### src/rtl/core/assert_macros.svh
// Assertion macros shared by the orientation quaternion RTL.
// No dependencies; included by the modules that carry checks.
`ifndef ASSERT_MACROS_SVH
`define ASSERT_MACROS_SVH

// Check a property on every rising edge outside reset.
`define TJOQ_ASSERT(lbl, clk, rst_n, prop, msg) \
	lbl: assert property (@(posedge clk) disable iff (!rst_n) (prop)) else $error(msg);

// Check that a consequent follows an antecedent on every edge outside reset.
`define TJOQ_ASSERT_IMP(lbl, clk, rst_n, ante, cons, msg) \
	lbl: assert property (@(posedge clk) disable iff (!rst_n) (ante) |-> (cons)) else $error(msg);

`endif

### src/rtl/core/tjoq_pkg.sv
// Types, constants and helper functions of the orientation quaternion core.
// No dependencies; imported by every module of the core.
`timescale 1ns / 1ps

package tjoq_pkg;

	// Angle handling, units of 0.005 degree of half-angle
	localparam logic signed [15:0] ANG_LIMIT_S = 16'sd18000;
	localparam logic [14:0]        ANG_LIMIT   = 15'd18000;
	localparam logic [14:0]        ANG_HALF    = 15'd9000;
	// round(pi / 36000 * 2^31)
	localparam logic [17:0]        RAD_K       = 18'd187403;
	localparam logic [31:0]        Q31_ONE     = 32'h8000_0000;
	localparam logic [14:0]        Q15_MAX     = 15'd32767;

	// Horner chain: one cell per term, three register stages per cell
	localparam int unsigned N_CELLS     = 5;
	localparam int unsigned CELL_STAGES = 3;
	localparam int unsigned PIPE_STAGES = 3 + CELL_STAGES * N_CELLS + 2;
	localparam int unsigned COS_DIV [N_CELLS] = '{90, 56, 30, 12, 2};
	localparam int unsigned SIN_DIV [N_CELLS] = '{1, 72, 42, 20, 6};
	localparam bit          SIN_STEP [N_CELLS] = '{1'b0, 1'b1, 1'b1, 1'b1, 1'b1};

	localparam int unsigned OUT_DEPTH_DEF = 32;

	typedef struct packed {
		logic signed [15:0] pan_angle;
		logic signed [15:0] tilt_angle;
	} tjoq_in_t;

	typedef struct packed {
		logic [14:0]        quat_w;
		logic signed [15:0] quat_x;
		logic signed [15:0] quat_y;
		logic signed [15:0] quat_z;
	} tjoq_out_t;

	// One angle's data as it moves along the cell row
	typedef struct packed {
		logic [30:0] x;
		logic [30:0] x2;
		logic [31:0] s;
		logic [31:0] c;
	} tjoq_lane_t;

	// Folded angle: reduced to [0, 45] degrees of half-angle
	typedef struct packed {
		logic        neg;
		logic        swap;
		logic        nz;
		logic [13:0] v;
	} tjoq_fold_t;

	typedef struct packed {
		logic pan_neg;
		logic pan_swap;
		logic tilt_neg;
		logic tilt_swap;
		logic tilt_nz;
	} tjoq_side_t;

	function automatic tjoq_fold_t fold_angle(input logic signed [15:0] a);
		logic signed [15:0] cl;
		logic [14:0]        mag;
		tjoq_fold_t         f;
		if (a > ANG_LIMIT_S) begin
			cl = ANG_LIMIT_S;
		end else if (a < -ANG_LIMIT_S) begin
			cl = -ANG_LIMIT_S;
		end else begin
			cl = a;
		end
		f.neg  = cl[15];
		mag    = f.neg ? 15'(-cl) : cl[14:0];
		f.nz   = (mag != '0);
		f.swap = (mag > ANG_HALF);
		f.v    = f.swap ? 14'(ANG_LIMIT - mag) : mag[13:0];
		return f;
	endfunction

	// Round a Q62 magnitude to Q15 and saturate
	function automatic logic [14:0] to_q15(input logic [63:0] p);
		logic [63:0] sum;
		logic [16:0] r;
		sum = p + (64'd1 << 46);
		r   = sum[63:47];
		return (r > {2'b00, Q15_MAX}) ? Q15_MAX : r[14:0];
	endfunction

	function automatic logic signed [15:0] apply_sign(input logic [14:0] mag, input logic neg);
		logic [15:0] m16;
		m16 = {1'b0, mag};
		return neg ? -m16 : m16;
	endfunction

endpackage

### src/rtl/core/tjoq_out_fifo.sv
// Output queue holding finished quaternions until the consumer takes them.
// Depends on tjoq_pkg for the result type and assert_macros.svh for checks.
`timescale 1ns / 1ps
`include "assert_macros.svh"

module tjoq_out_fifo import tjoq_pkg::*; #(
	parameter int unsigned DEPTH = OUT_DEPTH_DEF
) (
	input  logic      clk,
	input  logic      arst_n,
	input  logic      push,
	input  tjoq_out_t push_data,
	output logic      pop_valid,
	input  logic      pop_ready,
	output tjoq_out_t pop_data
);

	localparam int unsigned PTR_W = $clog2(DEPTH);
	localparam int unsigned CNT_W = $clog2(DEPTH + 1);

	tjoq_out_t          mem_q [DEPTH];
	logic [PTR_W-1:0]   wr_ptr_q, rd_ptr_q;
	logic [CNT_W-1:0]   count_q;
	logic               out_valid_q;
	tjoq_out_t          out_q;
	logic               pop;
	logic               load;

	assign pop       = out_valid_q && pop_ready;
	// Refill the output register from the queue when it holds an entry and the register is empty or being taken
	assign load      = (count_q != '0) && (!out_valid_q || pop_ready);
	assign pop_valid = out_valid_q;
	assign pop_data  = out_q;

	always_ff @(posedge clk) begin
		if (push) begin
			mem_q[wr_ptr_q] <= push_data;
		end
		if (load) begin
			out_q <= mem_q[rd_ptr_q];
		end
	end

	always_ff @(posedge clk or negedge arst_n) begin
		if (!arst_n) begin
			wr_ptr_q    <= '0;
			rd_ptr_q    <= '0;
			count_q     <= '0;
			out_valid_q <= 1'b0;
		end else begin
			if (push) begin
				wr_ptr_q <= (wr_ptr_q == PTR_W'(DEPTH - 1)) ? '0 : wr_ptr_q + 1'b1;
			end
			if (load) begin
				rd_ptr_q <= (rd_ptr_q == PTR_W'(DEPTH - 1)) ? '0 : rd_ptr_q + 1'b1;
			end
			if (push && !load) begin
				count_q <= count_q + 1'b1;
			end else if (load && !push) begin
				count_q <= count_q - 1'b1;
			end
			if (load) begin
				out_valid_q <= 1'b1;
			end else if (pop) begin
				out_valid_q <= 1'b0;
			end
		end
	end

	`TJOQ_ASSERT_IMP(a_no_overflow, clk, arst_n, push, (count_q != CNT_W'(DEPTH)) || load, "queue overflow")
	`TJOQ_ASSERT_IMP(a_empty_ptrs, clk, arst_n, count_q == '0, wr_ptr_q == rd_ptr_q, "pointers apart on empty queue")
	`TJOQ_ASSERT(a_out_held, clk, arst_n, pop_valid && !pop_ready |=> pop_valid && $stable(pop_data), "output beat dropped")

endmodule

### config.mk
export PLATFORM = sky130hd
export DESIGN_NAME = tjoq_out_fifo
export DESIGN_NICKNAME = d
export VERILOG_FILES = /design/src/rtl/core/tjoq_pkg.sv /design/src/rtl/core/tjoq_out_fifo.sv
export VERILOG_INCLUDE_DIRS = /design/src /design/src/rtl/core
export SDC_FILE = /design/constraint.sdc
export NUM_CORES = 2
export LEC_CHECK = 0
export BUFFER_PORTS_ARGS = -buffer_cell sky130_fd_sc_hd__buf_2
export CAP_MARGIN = 25
export CORE_MARGIN = 1
export CORE_UTILIZATION = 56
export CTS_CLUSTER_DIAMETER = 50
export DETAILED_ROUTE_END_ITERATION = 16
export PLACE_DENSITY = 0.87
export SKIP_LAST_GASP = 1
export SYNTH_ARGS = -nofsm -noshare
export SYNTH_HDL_FRONTEND = slang
export SYNTH_SLANG_ARGS = --single-unit
### constraint.sdc
create_clock -name clk -period 6.2 [get_ports clk]
set_clock_uncertainty 0.2 [all_clocks]
set_input_delay 0.62 -clock clk [delete_from_list [all_inputs] [get_ports clk]]
set_output_delay 0.62 -clock clk [all_outputs]
set_load 0.01 [all_outputs]
==> results.yml <==
global_routing:
  grt_pass1_vias: 43090
  use_met2_pct: 47.96
  grt_pass1_wl_um: 304000
  busiest_layer: "met2"
  grt_max_degree: 145
  met3_usage_pct: 8.194
  grt_remaining_overflow: 0
  antenna_found_initial: 21
  met1_usage_pct: 36.46
  grt_util_all_layers_pct: 29.76
critical_path:
  cp-start-kind: "flip-flop"
  cp-end-kind: "flip-flop"
  path_max_fanout: 129
  critPathRequiredTime_ps: 6600
  arrival_ps: 4500
  critPathKind: "flip-flop to flip-flop"
layout:
  final_common_cell: "edfxtp_1"
  nNetsFinal: 3968
  final_cell_mix: "edfxtp_1 (2079), mux4_2 (307), mux2i_1 (290)"
  drive_above_1_share_pct: 23.54
  n_fill_cell: 8379
  area_growth_pct: 11.78
clock_tree:
  clock_latency_ps: 870
  cts_tree: "done"
  clkSinkCount: 2096
  post_cts_resized: 0
  cts_buffer_depth: 3
  clk_pin_slew_ps: 70
  cts-root-buf: "clkbuf_16"
  post_cts_buffers: 0
  cts_inserted_buffers: 196
  cts_htree_levels: 4
  hold_buffers: 3
yosys:
  syn-cell-area_mm2: 0.07983
  ys.flop_type: "edfxtp_1"
  syn_inst: 3646
  avgSynthCellArea_um2: 21.89
  yosysWarnings: 0
  yosysSeqAreaShare_pct: 78.74
  synth_fp_nets: 3726
  synth_edf_count: 2079
  synth.distinct_cells: 59
  synth_seq_cells: 2096
  ys_async_sr_fraction_pct: 0.8111
die:
  core-area_mm2: 0.1414
  die_area_mm2: 0.1441
  die_y_um: 379.6
  pin_count: 131
  die_width_um: 379.6
  initial_core_util_pct: 56.45
  rows: 138
drt:
  drt_iter0_drc: 7029
  wire_per_inst_um: 36.37
  antenna_left: 0
  via_per_inst: 7.056
  drc: 0
  drt-pass1-iter-count: 8
  drt-total-wl_um: 216300
  num_vias: 41960
sta:
  holdWs_ps: 34.69
  worst_slew_pin_slew_ps: 1171
  slew_headroom_pct: 21.96
  finalCriticalPeriod_ps: 4093
  rsz0062_at_grt: "false"
  min_period_over_period_pct: 66.01
  setup_tns_ps: 0
  hold_viol_final: 0
  setup-violations-final: 0
  report.final.slew_viol_count: 0
  fmax_mhz: 244.3
min_path:
  worstHoldPathType: "input port to flip-flop"
power_and_ir_drop:
  ir_drop_v: 0.0004034
  p_per_area_mw_per_mm2: 439.1
  p_leak_uw: 0.02862
placement:
  gp_congestion: 0.7753
  port_buffers: 130
  dpl.hpwl_um: 102000
status:
  run_status: "complete, no violations"
job:
  max-cap-violations: 0
==> stage by stage <==
step	power, µW	utilization, %	worst slack [ps]	cell area, µm²	std cells
floorplan	24290	-	95.48	79830	3646
global placement	26660	58.52	2321	82750	5569
detailed placement	27090	58.58	2175	82850	5573
CTS	38960	63.02	2150	89120	5934
global route	40080	63.09	2005	89220	5942
finish	39180	63.10	2107	89230	5947
==> routing by layer <==
layer,vias up,part of all wire [%]
li1,15880,-
met1,21010,31
met2,4141,49
met3,915,14
met4,8,6.1
met5,-,0.057
==> cell usage after synthesis, types with 36 or more instances <==
| master | number | share of area [%] |
|---|---|---|
| o22ai_1 | 89 | 0.70 |
| mux4_2 | 307 | 8.7 |
| edfxtp_1 | 2079 | 78 |
| buf_2 | 88 | 0.55 |
| a22oi_1 | 172 | 1.6 |
| mux2_2 | 58 | 0.82 |
| mux2i_1 | 290 | 3.6 |
| nor2_1 | 63 | 0.30 |
| clkbuf_1 | 36 | 0.17 |
| nand2_1 | 93 | 0.44 |
| buf_6 | 42 | 0.59 |
| o22a_1 | 36 | 0.39 |
==> sequential cells by signal (all words and copies together) (netlist names) <==
register	cells
rd_ptr_q	5
pop_valid	1
mem_q	2016
pop_data	63
wr_ptr_q	5
count_q	6
==> final timing paths <==
kind / end / startpoint / slack (ps) / cells past startpoint
setup / recovery: pop_data[59] / rd_ptr_q[1] / 2110 / 5
hold / removal: mem_q[7][24] / push_data[24] / 30 / 1
setup reg to reg: pop_data[59] / rd_ptr_q[1] / 2110 / 5
hold reg to reg: count_q[5] / count_q[5] / 290 / 1
max in group asynchronous: rd_ptr_q[0] / arst_n / 5290 / 2
min in group asynchronous: rd_ptr_q[4] / arst_n / 70 / 2
==> report_power, final <==
group / switching (µW) / leakage (µW) / total (µW) / internal (µW)
Sequential: 780 / 0.0190 / 17500 / 16700
Clock: 5370 / 0.00302 / 11800 / 6410
Combinational: 5820 / 0.00665 / 9910 / 4080
Total: 12000 / 0.0286 / 39200 / 27200
==> cell families after synthesis <==
logic type / after synthesis / share of synthesized area [%]
flip-flops: 2096 / 78.74
AND/OR/NAND/NOR: 250 / 1.776
AO/OA/AOI/OAI: 397 / 3.629
multiplexers: 680 / 13.94
adder cells (fa/ha/maj): 13 / 0.2132
buffers and inverters: 205 / 1.649
XOR/XNOR: 5 / 0.05487
==> cell type report <==
| cell class | instances | area, µm² | share of cell area (%) |
|---|---|---|---|
| inverter | 5 | 21.27 | 0.02384 |
| antenna | 9 | 22.52 | 0.02524 |
| multi-input combinational | 1345 | 15960 | 17.88 |
| clock inverter | 123 | 1149 | 1.287 |
| sequential | 2096 | 62870 | 70.46 |
| tap | 1890 | 2365 | 2.650 |
| clock buffer | 235 | 5094 | 5.709 |
| timing repair buffer | 244 | 1749 | 1.960 |
==> critical path, stage by stage, from the launching register on <==
cell and delay [ps]:
dfrtp_4 1060, buf_12 680, buf_4 720, mux4_2 600
o22ai_1 260, nor4_2 80
No activity file was read; power rests on OpenSTA's default activity.
